--- config.mk ---
export PLATFORM = sky130hd
export DESIGN_NAME = led_cube_voxel_scan_driver
export DESIGN_NICKNAME = d
export VERILOG_FILES = /design/src/lcvsd_pkg.sv /design/src/lcvsd_ram.sv /design/src/lcvsd_ctrl.sv /design/src/lcvsd_dp.sv /design/src/led_cube_voxel_scan_driver.sv
export SDC_FILE = /design/constraint.sdc
export NUM_CORES = 1
export LEC_CHECK = 0
export BUFFER_PORTS_ARGS = -buffer_cell sky130_fd_sc_hd__buf_2
export CAP_MARGIN = 20
export CORE_MARGIN = 2
export CORE_UTILIZATION = 55
export DETAILED_ROUTE_END_ITERATION = 10
export GPL_TIMING_DRIVEN = 0
export PLACE_DENSITY = 0.76
export RECOVER_POWER = 100
export SETUP_SLACK_MARGIN = 0.1
export SYNTH_ARGS = -nofsm -noshare
export SYNTH_HDL_FRONTEND = slang
export SYNTH_SLANG_ARGS = --single-unit
export TNS_END_PERCENT = 30
--- constraint.sdc ---
create_clock -name clock -period 7.05 [get_ports clock]
set_input_delay 0.705 -clock clock [delete_from_list [all_inputs] [get_ports clock]]
set_output_delay 0.705 -clock clock [all_outputs]
set_load 0.05 [all_outputs]
--- src/lcvsd_pkg.sv ---
package lcvsd_pkg;

   // voxel store geometry
   localparam int COORD_W     = 3;
   localparam int BYTE_W      = 8;
   localparam int STORE_DEPTH = 64;
   localparam int ADDR_W      = 6;

   // field widths
   localparam int OP_W       = 3;
   localparam int LEVEL_W    = 2;
   localparam int AXIS_W     = 3;
   localparam int ORIENT_W   = 2;
   localparam int LIT_W      = 10;
   localparam int GAP_W      = 14;
   localparam int CSR_IDX_W  = 2;
   localparam int CSR_DATA_W = 3;

   // brightness scale
   localparam int BRIGHT_MAX = 128;
   localparam int LIT_SCALE  = 6;
   localparam int GAP_SCALE  = 120;

   typedef enum logic [OP_W-1:0] {
      OP_SET   = 3'd0,
      OP_READ  = 3'd1,
      OP_BLANK = 3'd2,
      OP_LIGHT = 3'd3,
      OP_SCAN  = 3'd4
   } op_type;

   typedef enum logic [CSR_IDX_W-1:0] {
      CSR_BRIGHTNESS = 2'd0,
      CSR_AXIS       = 2'd1,
      CSR_ORIENT     = 2'd2,
      CSR_FLIP_Z     = 2'd3
   } csr_idx_type;

   typedef enum logic [1:0] {
      OUT_SEL  = 2'd0,
      OUT_READ = 2'd1,
      OUT_COL  = 2'd2
   } out_kind_type;

   // controller to datapath
   typedef struct packed {
      logic                rd_en;
      logic                rd_scan;
      logic                latch;
      logic                wr_en;
      logic                clear_all;
      logic                fill_ones;
      logic                out_load;
      out_kind_type        out_kind;
      logic                out_last;
      logic [COORD_W-1:0]  col_idx;
      logic [COORD_W-1:0]  bit_idx;
   } cmd_type;

   // datapath to controller
   typedef struct packed {
      logic out_free;
   } sts_type;

   // brightness code to brightness value
   function automatic logic [BYTE_W-1:0] bright_of(input logic [LEVEL_W-1:0] level);
      logic [BYTE_W-1:0] b;
      case (level)
         2'd0:    b = 8'd0;
         2'd1:    b = 8'd10;
         2'd2:    b = 8'd40;
         default: b = 8'd128;
      endcase
      return b;
   endfunction

   function automatic logic [LIT_W-1:0] lit_of(input logic [LEVEL_W-1:0] level);
      return LIT_W'(int'(bright_of(level)) * LIT_SCALE);
   endfunction

   function automatic logic [GAP_W-1:0] gap_of(input logic [LEVEL_W-1:0] level);
      return GAP_W'((BRIGHT_MAX - int'(bright_of(level))) * GAP_SCALE);
   endfunction

endpackage

--- src/lcvsd_ram.sv ---
module lcvsd_ram #(
   parameter int WIDTH = 8,
   parameter int DEPTH = 64
) (
   input  logic                     clock,
   input  logic                     wr_en,
   input  logic [$clog2(DEPTH)-1:0] wr_addr,
   input  logic [WIDTH-1:0]         wr_data,
   input  logic                     rd_en,
   input  logic [$clog2(DEPTH)-1:0] rd_addr,
   output logic [WIDTH-1:0]         rd_data
);

   logic [WIDTH-1:0] mem_ff [DEPTH];
   logic [WIDTH-1:0] rd_data_ff;

   // one write port, one registered read port
   always_ff @(posedge clock) begin
      if (wr_en) begin
         mem_ff[wr_addr] <= wr_data;
      end
      if (rd_en) begin
         rd_data_ff <= mem_ff[rd_addr];
      end
   end

   assign rd_data = rd_data_ff;

endmodule

--- src/lcvsd_ctrl.sv ---
module lcvsd_ctrl (
   input  logic                   clock,
   input  logic                   reset,
   input  logic                   req_valid,
   output logic                   req_ready,
   input  logic [lcvsd_pkg::OP_W-1:0] req_op,
   input  lcvsd_pkg::sts_type     sts,
   output lcvsd_pkg::cmd_type     cmd
);
   import lcvsd_pkg::*;

   typedef enum logic [5:0] {
      ST_IDLE     = 6'b000001,
      ST_SET_WR   = 6'b000010,
      ST_READ_OUT = 6'b000100,
      ST_SCAN     = 6'b001000,
      ST_DRAIN    = 6'b010000,
      ST_HOLD     = 6'b100000
   } state_type;

   state_type          state_ff, state_in;
   logic [COORD_W-1:0] col_ff, col_in;
   logic [COORD_W-1:0] bit_ff, bit_in;

   // next state and commands
   always_comb begin
      state_in      = state_ff;
      col_in        = col_ff;
      bit_in        = bit_ff;
      req_ready     = 1'b0;
      cmd           = '0;
      cmd.out_kind  = OUT_COL;
      cmd.col_idx   = col_ff;
      cmd.bit_idx   = bit_ff;
      case (state_ff)
         ST_IDLE: begin
            req_ready = sts.out_free;
            if (req_valid && sts.out_free) begin
               cmd.latch = 1'b1;
               case (req_op)
                  OP_SET: begin
                     cmd.rd_en = 1'b1;
                     state_in  = ST_SET_WR;
                  end
                  OP_READ: begin
                     cmd.rd_en = 1'b1;
                     state_in  = ST_READ_OUT;
                  end
                  OP_BLANK: begin
                     cmd.clear_all = 1'b1;
                  end
                  OP_LIGHT: begin
                     cmd.clear_all = 1'b1;
                     cmd.fill_ones = 1'b1;
                  end
                  OP_SCAN: begin
                     cmd.out_load = 1'b1;
                     cmd.out_kind = OUT_SEL;
                     col_in       = '0;
                     bit_in       = '0;
                     state_in     = ST_SCAN;
                  end
                  default: begin
                  end
               endcase
            end
         end
         ST_SET_WR: begin
            cmd.wr_en = 1'b1;
            state_in  = ST_IDLE;
         end
         ST_READ_OUT: begin
            cmd.out_load = 1'b1;
            cmd.out_kind = OUT_READ;
            cmd.out_last = 1'b1;
            state_in     = ST_IDLE;
         end
         ST_SCAN: begin
            cmd.rd_en   = 1'b1;
            cmd.rd_scan = 1'b1;
            bit_in      = bit_ff + 3'd1;
            if (bit_ff == 3'd7) begin
               state_in = ST_DRAIN;
            end
         end
         ST_DRAIN, ST_HOLD: begin
            if (sts.out_free) begin
               cmd.out_load = 1'b1;
               cmd.out_kind = OUT_COL;
               cmd.out_last = (col_ff == 3'd7);
               col_in       = col_ff + 3'd1;
               state_in     = (col_ff == 3'd7) ? ST_IDLE : ST_SCAN;
            end else begin
               state_in = ST_HOLD;
            end
         end
         default: begin
            state_in = ST_IDLE;
         end
      endcase
   end

   // state registers
   always_ff @(posedge clock) begin
      if (reset) begin
         state_ff <= ST_IDLE;
         col_ff   <= '0;
         bit_ff   <= '0;
      end else begin
         state_ff <= state_in;
         col_ff   <= col_in;
         bit_ff   <= bit_in;
      end
   end

endmodule

--- src/lcvsd_dp.sv ---
module lcvsd_dp (
   input  logic                                clock,
   input  logic                                reset,
   input  lcvsd_pkg::cmd_type                  cmd,
   output lcvsd_pkg::sts_type                  sts,
   input  logic [lcvsd_pkg::COORD_W-1:0]       req_pos_x,
   input  logic [lcvsd_pkg::COORD_W-1:0]       req_pos_y,
   input  logic [lcvsd_pkg::COORD_W-1:0]       req_pos_z,
   input  logic                                req_voxel_value,
   input  logic [lcvsd_pkg::COORD_W-1:0]       req_layer,
   input  logic                                csr_valid,
   input  logic [lcvsd_pkg::CSR_IDX_W-1:0]     csr_index,
   input  logic [lcvsd_pkg::CSR_DATA_W-1:0]    csr_wdata,
   output logic                                rsp_valid,
   input  logic                                rsp_ready,
   output logic [lcvsd_pkg::BYTE_W-1:0]        rsp_shift_byte,
   output logic                                rsp_voxel_bit,
   output logic                                rsp_last,
   output logic [lcvsd_pkg::LIT_W-1:0]         rsp_lit_time_us,
   output logic [lcvsd_pkg::GAP_W-1:0]         rsp_frame_gap_us
);
   import lcvsd_pkg::*;

   // configuration
   logic [LEVEL_W-1:0]  bright_ff;
   logic [AXIS_W-1:0]   axis_ff;
   logic [ORIENT_W-1:0] orient_ff;
   logic                flipz_ff;

   // latched request
   logic [ADDR_W-1:0]   addr_ff;
   logic                value_ff;
   logic [COORD_W-1:0]  layer_ff;

   // store state
   logic [STORE_DEPTH-1:0] valid_ff;
   logic                   bg_ff;

   // read pipeline
   logic                rd_pend_ff;
   logic                rd_vld_ff;
   logic [COORD_W-1:0]  rd_z_ff;
   logic [COORD_W-1:0]  rd_k_ff;
   logic [ADDR_W-1:0]   rd_addr;
   logic [COORD_W-1:0]  rd_z_in;
   logic [BYTE_W-1:0]   ram_q;
   logic [BYTE_W-1:0]   byte_eff;
   logic                cur_bit;
   logic [BYTE_W-1:0]   wr_byte;

   // column accumulator
   logic [BYTE_W-1:0]   acc_ff, acc_in;

   // scan remap
   logic [COORD_W-1:0]  sx, sy, sz, ty, tz, fy, fz;

   // output register
   logic                out_valid_ff;
   logic [BYTE_W-1:0]   out_byte_ff, out_byte_in;
   logic                out_bit_ff, out_bit_in;
   logic                out_last_ff;
   logic [LIT_W-1:0]    out_lit_ff, out_lit_in;
   logic [GAP_W-1:0]    out_gap_ff, out_gap_in;

   // config writes
   always_ff @(posedge clock) begin
      if (reset) begin
         bright_ff <= '0;
         axis_ff   <= '0;
         orient_ff <= '0;
         flipz_ff  <= 1'b0;
      end else if (csr_valid) begin
         case (csr_index)
            CSR_BRIGHTNESS: bright_ff <= csr_wdata[LEVEL_W-1:0];
            CSR_AXIS:       axis_ff   <= csr_wdata[AXIS_W-1:0];
            CSR_ORIENT:     orient_ff <= csr_wdata[ORIENT_W-1:0];
            CSR_FLIP_Z:     flipz_ff  <= csr_wdata[0];
            default: begin
            end
         endcase
      end
   end

   // axis permutation, then y/z swap, y flip, z flip
   always_comb begin
      case (axis_ff)
         3'd1: begin
            sx = cmd.bit_idx;  sy = layer_ff;     sz = cmd.col_idx;
         end
         3'd2: begin
            sx = cmd.col_idx;  sy = cmd.bit_idx;  sz = layer_ff;
         end
         3'd3: begin
            sx = ~layer_ff;    sy = cmd.col_idx;  sz = cmd.bit_idx;
         end
         3'd4: begin
            sx = ~cmd.bit_idx; sy = layer_ff;     sz = cmd.col_idx;
         end
         3'd5: begin
            sx = ~cmd.col_idx; sy = cmd.bit_idx;  sz = layer_ff;
         end
         default: begin
            sx = layer_ff;     sy = cmd.col_idx;  sz = cmd.bit_idx;
         end
      endcase
      ty = orient_ff[1] ? sz : sy;
      tz = orient_ff[1] ? sy : sz;
      fy = orient_ff[0] ? ~ty : ty;
      fz = flipz_ff ? ~tz : tz;
   end

   // read address: point ops use y*8+x, scan uses x*8+y
   assign rd_addr = cmd.rd_scan ? {sx, fy} : {req_pos_y, req_pos_x};
   assign rd_z_in = cmd.rd_scan ? fz : req_pos_z;

   lcvsd_ram #(
      .WIDTH (BYTE_W),
      .DEPTH (STORE_DEPTH)
   ) u_store (
      .clock   (clock),
      .wr_en   (cmd.wr_en),
      .wr_addr (addr_ff),
      .wr_data (wr_byte),
      .rd_en   (cmd.rd_en),
      .rd_addr (rd_addr),
      .rd_data (ram_q)
   );

   // an entry not written since the last blank or light reads as background
   assign byte_eff = rd_vld_ff ? ram_q : {BYTE_W{bg_ff}};
   assign cur_bit  = byte_eff[rd_z_ff];

   // read-modify-write data for a set
   always_comb begin
      wr_byte          = byte_eff;
      wr_byte[rd_z_ff] = value_ff;
   end

   always_comb begin
      acc_in = acc_ff;
      if (rd_pend_ff) begin
         acc_in[rd_k_ff] = cur_bit;
      end
   end

   // read pipeline control
   always_ff @(posedge clock) begin
      if (reset) begin
         rd_pend_ff <= 1'b0;
      end else begin
         rd_pend_ff <= cmd.rd_en;
      end
   end

   // read pipeline payload and request latch
   always_ff @(posedge clock) begin
      if (cmd.rd_en) begin
         rd_vld_ff <= valid_ff[rd_addr];
         rd_z_ff   <= rd_z_in;
         rd_k_ff   <= cmd.bit_idx;
      end
      if (cmd.latch) begin
         addr_ff  <= {req_pos_y, req_pos_x};
         value_ff <= req_voxel_value;
         layer_ff <= req_layer;
      end
      acc_ff <= acc_in;
   end

   // entry valid bits and background level
   always_ff @(posedge clock) begin
      if (reset) begin
         valid_ff <= '0;
         bg_ff    <= 1'b0;
      end else if (cmd.clear_all) begin
         valid_ff <= '0;
         bg_ff    <= cmd.fill_ones;
      end else if (cmd.wr_en) begin
         valid_ff[addr_ff] <= 1'b1;
      end
   end

   // output register
   assign sts.out_free = !out_valid_ff || rsp_ready;

   always_ff @(posedge clock) begin
      if (reset) begin
         out_valid_ff <= 1'b0;
      end else if (cmd.out_load) begin
         out_valid_ff <= 1'b1;
      end else if (rsp_ready) begin
         out_valid_ff <= 1'b0;
      end
   end

   // next output word by kind
   always_comb begin
      out_byte_in = '0;
      out_bit_in  = 1'b0;
      out_lit_in  = '0;
      out_gap_in  = '0;
      case (cmd.out_kind)
         OUT_SEL: begin
            out_byte_in = BYTE_W'(1) << req_layer;
         end
         OUT_READ: begin
            out_bit_in = cur_bit;
         end
         OUT_COL: begin
            out_byte_in = acc_in;
            if (cmd.out_last) begin
               out_lit_in = lit_of(bright_ff);
               out_gap_in = gap_of(bright_ff);
            end
         end
         default: begin
         end
      endcase
   end

   always_ff @(posedge clock) begin
      if (cmd.out_load) begin
         out_byte_ff <= out_byte_in;
         out_bit_ff  <= out_bit_in;
         out_last_ff <= cmd.out_last;
         out_lit_ff  <= out_lit_in;
         out_gap_ff  <= out_gap_in;
      end
   end

   assign rsp_valid        = out_valid_ff;
   assign rsp_shift_byte   = out_byte_ff;
   assign rsp_voxel_bit    = out_bit_ff;
   assign rsp_last         = out_last_ff;
   assign rsp_lit_time_us  = out_lit_ff;
   assign rsp_frame_gap_us = out_gap_ff;

endmodule

--- src/led_cube_voxel_scan_driver.sv ---
// channel   direction  handshake            payload
// req       in         req_valid/req_ready  op, pos_x, pos_y, pos_z, voxel_value, layer
// rsp       out        rsp_valid/rsp_ready  shift_byte, voxel_bit, last, lit_time_us,
//                                           frame_gap_us
// csr       in         csr_valid/csr_ready  index, wdata (always ready)
//
// set voxel reads then writes back its entry, read voxel reads it out, blank and light clear the valid bits.
// a layer scan does 8 store reads per column byte through the
// single read port of the voxel store, plus a drain state per column.
// synchronous reset clears config, control and the 64 entry valid bits at once.
// a new word is taken only when the control is idle and the output register is
// free or being emptied; a stalled output holds the scan between columns.
module led_cube_voxel_scan_driver (
   input  logic                                clock,
   input  logic                                reset,
   input  logic                                req_valid,
   output logic                                req_ready,
   input  logic [lcvsd_pkg::OP_W-1:0]          req_op,
   input  logic [lcvsd_pkg::COORD_W-1:0]       req_pos_x,
   input  logic [lcvsd_pkg::COORD_W-1:0]       req_pos_y,
   input  logic [lcvsd_pkg::COORD_W-1:0]       req_pos_z,
   input  logic                                req_voxel_value,
   input  logic [lcvsd_pkg::COORD_W-1:0]       req_layer,
   output logic                                rsp_valid,
   input  logic                                rsp_ready,
   output logic [lcvsd_pkg::BYTE_W-1:0]        rsp_shift_byte,
   output logic                                rsp_voxel_bit,
   output logic                                rsp_last,
   output logic [lcvsd_pkg::LIT_W-1:0]         rsp_lit_time_us,
   output logic [lcvsd_pkg::GAP_W-1:0]         rsp_frame_gap_us,
   input  logic                                csr_valid,
   output logic                                csr_ready,
   input  logic [lcvsd_pkg::CSR_IDX_W-1:0]     csr_index,
   input  logic [lcvsd_pkg::CSR_DATA_W-1:0]    csr_wdata
);
   import lcvsd_pkg::*;

   cmd_type cmd;
   sts_type sts;

   assign csr_ready = 1'b1;

   // sequencer
   lcvsd_ctrl u_ctrl (
      .clock     (clock),
      .reset     (reset),
      .req_valid (req_valid),
      .req_ready (req_ready),
      .req_op    (req_op),
      .sts       (sts),
      .cmd       (cmd)
   );

   // store, remap and output register
   lcvsd_dp u_dp (
      .clock            (clock),
      .reset            (reset),
      .cmd              (cmd),
      .sts              (sts),
      .req_pos_x        (req_pos_x),
      .req_pos_y        (req_pos_y),
      .req_pos_z        (req_pos_z),
      .req_voxel_value  (req_voxel_value),
      .req_layer        (req_layer),
      .csr_valid        (csr_valid),
      .csr_index        (csr_index),
      .csr_wdata        (csr_wdata),
      .rsp_valid        (rsp_valid),
      .rsp_ready        (rsp_ready),
      .rsp_shift_byte   (rsp_shift_byte),
      .rsp_voxel_bit    (rsp_voxel_bit),
      .rsp_last         (rsp_last),
      .rsp_lit_time_us  (rsp_lit_time_us),
      .rsp_frame_gap_us (rsp_frame_gap_us)
   );

`ifndef SYNTH
   // a word is only taken when the output register can take a result
   a_ready_out_free: assert property (@(posedge clock) disable iff (reset)
      req_ready |-> (!rsp_valid || rsp_ready))
      else $error("input taken while output register blocked");

   // a voxel read answers through the store read and the output register with a single last word
   a_read_answer: assert property (@(posedge clock) disable iff (reset)
      (req_valid && req_ready && req_op == OP_READ) |=> ##1 (rsp_valid && rsp_last))
      else $error("voxel read did not answer");

   // a scan opens with the one-hot layer select
   a_scan_select: assert property (@(posedge clock) disable iff (reset)
      (req_valid && req_ready && req_op == OP_SCAN) |=>
      (rsp_valid && !rsp_last && rsp_shift_byte == (8'd1 << $past(req_layer))))
      else $error("scan did not start with layer select");

   // timing fields only ride on the closing word
   a_lit_on_last: assert property (@(posedge clock) disable iff (reset)
      (rsp_valid && rsp_lit_time_us != '0) |-> rsp_last)
      else $error("lit time on a non-final word");
`endif

endmodule

Word level (Yosys, flattened, before mapping)
Memories as Yosys holds them, arrays and structs flattened. A register that Yosys moved wholly into a read port is not among the register bits.
Cells that the tools add are included.

word-level totals
  input bits = 26
  output and inout bits = 37
  memories kept = 1
  register bits after elaboration = 146
  word-level logic and storage cells = 159
  RAM bits = 512

cells by class
  mux-type cells = 58
  shifts and indexed selects = 1
  reduce and logical (&&, ||, !) cells = 27
  bitwise operators = 6
  $lt $le $gt $ge = 7
  $mul = 2
  add/subtract/negate cells = 3
  equal/unequal tests = 29

memories
  memory               depth  width  rd ports  clocked after memory_dff  write ports  line             RTL
  u_dp.u_store.mem_ff  64     8      1         1                         1            lcvsd_ram.sv:14  logic [WIDTH-1:0] mem_ff [DEPTH];

operator list
  kind                                                        count
  bitwise OR 64 bit                                           1
  one-hot mux 6 bit (3 select lines)                          2
  multiplier 32 x 5 -> 11 bit, second input constant          1
  two-way mux 8 bit                                           4
  two-way mux 3 bit                                           9
  two-way mux 6 bit                                           4
  one-hot mux 3 bit (2 select lines)                          4
  one-hot mux 8 bit (3 select lines)                          1
  two-way mux 1 bit                                           18
  bitwise mux 8 bit                                           2
  one-hot mux 8 bit (2 select lines)                          1
  == test 3 bit, second input constant                        5
  inverter 3 bit                                              5
  one-hot mux 3 bit (5 select lines)                          1
  less-than comparator 6 x 7 -> 1 bit, second input constant  2
  == test 3 x 2 -> 1 bit, second input constant               4
  OR reduction 2 bit                                          6
  AND reduction 2 bit                                         5
  multiplier 8 x 2 -> 9 bit, second input constant            1
  one-hot mux 3 bit (3 select lines)                          1
  subtractor 8 x 8 -> 9 bit, first input constant             1
  == test 2 bit, second input constant                        4
  less-than comparator 3 x 4 -> 1 bit, second input constant  2
  two-way mux 4 bit                                           2
  other kinds (30)                                            47

Longest topological paths before layout
  word-level depth = 9
  depth in mapped cells = 16
  gate-level depth less buffers = 10

Cells and area by module
From an unflattened synthesis, not the netlist that was laid out.

unflattened totals
  cell total of the unflattened synthesis = 1,690
  area total of the unflattened synthesis = 27,049.7 um^2

modules (own cells, without submodules)
  module                      area an instance (um^2)  cells an instance  sequential area each (um^2)  times used
  lcvsd_ram                   20,246.9                 940                15,615.0                     1
  lcvsd_dp                    6,064.6                  674                2,712.6                      1
  lcvsd_ctrl                  726.9                    74                 240.2                        1
  led_cube_voxel_scan_driver  11.3                     2                  0.0                          1

Worst setup path after synthesis
Ideal clock, no wire load.

  path type = register to register
  start = register u_dp.rd_vld_ff
  end = memory u_dp.u_store.mem_ff[0][0] (data pin)
  path buffers = 2
  clock period less this slack = 4,187 ps
  setup time = 702 ps
  setup slack = 2,863 ps
  arrival = 3,486 ps
  required time = 6,348 ps
  stages on the path, launching flop included = 6
  path through = edfxtp_1 -> clkbuf_1 -> nor2b_1 -> clkbuf_1 -> a21oi_1 -> o21ai_0

between the ends
  word-level cells in the longest chain between the ends = 2

ends and longest elaborated chain
  element                      line             RTL
  start: declaration           lcvsd_dp.sv:41   logic rd_vld_ff;
  start signal: assignment     lcvsd_dp.sv:158  rd_vld_ff <= valid_ff[rd_addr];
  two-way mux 8 bit            lcvsd_dp.sv:130  assign byte_eff = rd_vld_ff ? ram_q : {BYTE_W{bg_ff}};
  bitwise mux 8 bit            lcvsd_dp.sv:136  wr_byte[rd_z_ff] = value_ff;
  via u_dp.u_store.wr_data[0]  lcvsd_ram.sv:8   input logic [WIDTH-1:0] wr_data,
  end: declaration             lcvsd_ram.sv:14

The timed path passes the listed nets, and every way through them passes these cells.

Worst setup path after layout
  start = register u_dp.axis_ff[2]
  end = register u_dp.u_store.rd_data_ff[1] (netlist: u_dp.u_store.rd_data[1]), read port of u_dp.u_store.mem_ff (data pin)

between the ends
  word-level cells in the longest chain between the ends = 7
  elaborated cells between the ends (all ways) = 14
  those cells by class = eq/ne: 5; mux: 6; bitwise: 1; reduce/logical: 2

ends and longest elaborated chain
  element                                               line             RTL
  start: declaration                                    lcvsd_dp.sv:26   logic [AXIS_W-1:0] axis_ff;
  start signal: assignment                              lcvsd_dp.sv:75   CSR_AXIS: axis_ff <= csr_wdata[AXIS_W-1:0];
  == test 3 x 2 -> 1 bit, or another cell as far along  lcvsd_dp.sv:86   case (axis_ff)
  OR reduction 2 bit (no line)                          n/a
  one-hot mux 3 bit (2 select lines)                    lcvsd_dp.sv:86
  two-way mux 3 bit                                     lcvsd_dp.sv:106  ty = orient_ff[1] ? sz : sy;
  inverter 3 bit                                        lcvsd_dp.sv:108  fy = orient_ff[0] ? ~ty : ty;
  two-way mux 3 bit                                     lcvsd_dp.sv:108
  two-way mux 6 bit (*)                                 lcvsd_dp.sv:113  assign rd_addr = cmd.rd_scan ? {sx, fy} : {req_pos_y, req_pos_x};
  end: declaration                                      lcvsd_ram.sv:15  logic [WIDTH-1:0] rd_data_ff;

Mark *: on every way between the ends. The rest lies on a longest branch, timed or not.
A chain may end at the register's enable or synchronous reset.

==> metrics.yaml <==
longest_clk_path_bufs: 3
path_common_cell: "sky130_fd_sc_hd__clkbuf_1"
seq_area_sq_mm: 0.0186
gp_routability_congestion: 0.978
final_cell_count_no_fill: 3074
clockRootBuffer: "sky130_fd_sc_hd__clkbuf_16"
crit_path_max_incr_delay_ns: 1.03
cts_repair_resize_count: 0
cts.sink_count: 650
critical_path.startpoint: "u_dp.axis_ff[2]"
synth.yosys.seq_area_share_pct: 67.6
cts_buffers: 67
final.setup.worst_slack_ns: 1.23
layout.cells.most_common_list: "555 x sky130_fd_sc_hd__edfxtp_1, 389 x sky130_fd_sc_hd__nand2_1, 246 x sky130_fd_sc_hd__a21oi_1"
cell_internal_pwr_mw: 6.41
core_region_area_sq_mm: 0.0492
run_status: "complete, but fails checks"
timing_worst_slew_pin_value_ns: 4.34
globalRouteMet3Util_pct: 6.61
clock_edge_transition_at_the_registers_on_the_reported_setup_and_hold_paths_ns: 0.07
detailroute.via_count: 19811
power_density_mw_per_mm2: 276
grt.met1_usage_pct: 45.3
dp.final_hpwl_mm: 60.4
worstPathRequired_ns: 7.37
vdd.ir_drop.worst_mv: 0.191
detail_route.wirelength_mm: 85.1
detail_route.first_pass.iterations: 6
failed_checks: "capacitance limit, slew limit"
antenna_found_initial: 4
endpoint_kind: "flip-flop"
cpMaxStageDelayCell: "sky130_fd_sc_hd__o21ai_0"
fmaxAchievable_mhz: 172
io_buffer_count: 52
cp_cell_sequence: "buf_2 > clkbuf_1 > clkbuf_1 > nor2_1 > a221o_1 > o21ai_0 > nor2_1 > clkbuf_1 > a221oi_1 > a21oi_1 > a221o_1"
grt_util_met2_pct: 53.5
layout.nets: 2393
share_clk_of_total_power_pct: 40.7
final_antenna_net_count: 0
setup.worst_path.start_class: "flip-flop"
detail_route.wl_per_cell_microns: 27.7
yosys_register_bits: 650
cts_hold_buf: 0
grt_first_pass_wirelength_mm: 123
pin_count_of_the_biggest_net_entering_global_routing: 39
tritoncts: "yes"
relSlewSlack_pct: -193
post_synth_instance_area_sq_mm: 0.0275
static-leakage-power_nw: 10.6
num_rows: 81
syn_inst: 2214
timing.final.crit_share_pct: 82.6
hold_path_startpoint: "req_voxel_value"
remaining_drcs: 0
dpl.cell_count: 2950
post_cts_buffers: 0
number_of_flops_mapped_to_enable_cells_by_yosys: 555
drv_slew: 399
area_growth_pct: 12.0
min_period_ns: 5.82
die_width_microns: 227
clock_skew_after_layout_ns: 0.0206
die_y_microns: 227
yosys_warnings: 0
cts.htree.levels: 3
via_per_inst: 6.44
first_global_vias: 18964
power.share.switching_pct: 24.4
top_usage_layer: "met2"
final_hold_viol_count: 0
layout-drive-gt1-share_pct: 10.3
grtUsageTotal_pct: 33.3
synth.distinct_cells: 86
floorplan.die_area_sq_mm: 0.0517
worst_skew_pair.late_latency_ns: 0.61
max_capacitance_violation_count: 13
layout.filler_cells: 3739
syn-mean-instance-area_sq_um: 12.4
place_worst_setup_slack_ns: 2.39
effective_utilization_at_floorplan_pct: 55.9
grt_setup_unrepaired: "no"
crit_arrival_ns: 6.14
pin_count: 63
combPwrFrac_pct: 8.8
dominantRegCellSynth: "sky130_fd_sc_hd__edfxtp_1"
drt_first_iter_violations: 2676
synth_async_sr_flop_share_pct: 0
multi_input_comb_area_sq_mm: 0.00809
grt-ovfl-total: 0
timing.hold.worst.class: "in2reg"
worstPathMaxFanout: 10
regToRegStartpoint: "u_dp.axis_ff[2]"
timing.setup.critical_path_class: "reg2reg"
total_switching_power_mw: 2.07
finalSetupViolCount: 0
layout_commonest_cell: "sky130_fd_sc_hd__edfxtp_1"
register_share_of_total_power_pct: 50.4
==> cell usage after synthesis (8+ instances only) <==
library cell	instances	area, sq um
sky130_fd_sc_hd__buf_1	18	67.6
sky130_fd_sc_hd__a221oi_1	27	236
sky130_fd_sc_hd__ha_1	11	138
sky130_fd_sc_hd__o31ai_1	9	67.6
sky130_fd_sc_hd__o21ai_0	41	205
sky130_fd_sc_hd__nand3b_1	14	105
sky130_fd_sc_hd__dfxtp_1	95	1900
sky130_fd_sc_hd__nand2_1	389	1460
sky130_fd_sc_hd__nor2b_1	10	62.6
sky130_fd_sc_hd__a32oi_1	8	70.1
sky130_fd_sc_hd__a21oi_1	246	1230
sky130_fd_sc_hd__buf_4	23	173
sky130_fd_sc_hd__a22o_1	18	158
sky130_fd_sc_hd__o21a_1	67	503
sky130_fd_sc_hd__a211oi_1	9	67.6
sky130_fd_sc_hd__nand3_1	90	450
sky130_fd_sc_hd__mux2i_1	61	611
sky130_fd_sc_hd__clkbuf_1	51	191
sky130_fd_sc_hd__buf_2	56	280
sky130_fd_sc_hd__o22ai_1	9	56.3
sky130_fd_sc_hd__a22oi_1	85	638
sky130_fd_sc_hd__a221o_1	10	100
sky130_fd_sc_hd__nor2_1	118	443
sky130_fd_sc_hd__inv_1	14	52.6
sky130_fd_sc_hd__mux2_2	21	236
sky130_fd_sc_hd__nor3b_1	10	75.1
sky130_fd_sc_hd__a31oi_1	15	93.8
sky130_fd_sc_hd__edfxtp_1	555	16700
sky130_fd_sc_hd__and3_1	16	100
==> path summary, 6_finish.rpt <==
path	to	slack [ns]	cells after the start
min reg2reg	u_dp.valid_ff[34]	0.47	1
max	u_dp.u_store.rd_data[1]	1.23	11
max reg2reg	u_dp.u_store.rd_data[1]	1.23	11
min	u_dp.value_ff	0.34	1
==> layout make-up <==
class	count	area share [%]
Timing Repair Buffer	66	1.02
Multi-Input combinational cell	1402	26.3
Antenna cell	3	0.0244
Buffer	155	2.56
Clock inverter	33	0.899
Inverter	14	0.171
Clock buffer	87	6.00
Tap cell	664	2.70
Sequential cell	650	60.3
==> routing by layer <==
| layer | share of wire (%) | up-vias |
|---|---|---|
| met2 | 47 | 1228 |
| met3 | 10 | 203 |
| li1 | - | 8566 |
| met1 | 39 | 9810 |
| met4 | 3.8 | 4 |
| met5 | 0.058 | - |
==> power groups by stage <==
stage	logic [mW]	registers [mW]	clock network [mW]
3_3_place_gp	0.696	4.38	0
3_5_place_dp	0.751	4.35	0
6_report	0.749	4.28	3.45
5_1_grt	0.785	4.28	3.60
4_1_cts	0.757	4.27	3.45
2_1_floorplan	0.418	4.36	0
==> flip-flops by register name, indices dropped and copies added (netlist names), 6 cells and up <==
name and flops:
u_dp.valid_ff 64, u_dp.u_store.rd_data 8, u_ctrl.state_ff 6, u_dp.rsp_shift_byte 8, u_dp.acc_ff 8, u_dp.rsp_frame_gap_us 6, u_dp.u_store.mem_ff 512, u_dp.addr_ff 6
==> per-stage QoR <==
step / hold slack, ns / area, sq um / util (%) / power (mW) / setup TNS (ns)
finish: 0.343 / 30800 / 62.6 / 8.48 / 0
global route: 0.333 / 30800 / 62.6 / 8.67 / 0
CTS: 0.286 / 31100 / 63.2 / 8.48 / 0
detailed placement: 0.453 / 28900 / 58.9 / 5.10 / 0
global placement: 0.446 / 28600 / 58.2 / 5.08 / -305.10
floorplan: 0.431 / 27500 / - / 4.78 / 0
==> critical path: cells and delay by family, from the launching register on <==
kind                   cells  cell delay [ns]
DFF                        1             0.38
and+or+nand+nor            2             0.62
AOI/OAI and AO/OA          5             2.93
buffers and inverters      4             1.60
==> cells by family (layout without fill, tap and decap cells) <==
family | Yosys count | count (layout) | synth area share (%)
and+or+nand+nor | 688 | 688 | 10.9
AOI/OAI and AO/OA | 599 | 599 | 14.3
DFF | 650 | 650 | 67.6
muxes | 86 | 86 | 3.30
buffers and inverters | 169 | 355 | 3.07
adders and majority gates | 11 | 11 | 0.501
xor gates and xnor gates | 9 | 9 | 0.314
other | 2 | 12 | 0.0273
Power figures use the tool's default switching activity.
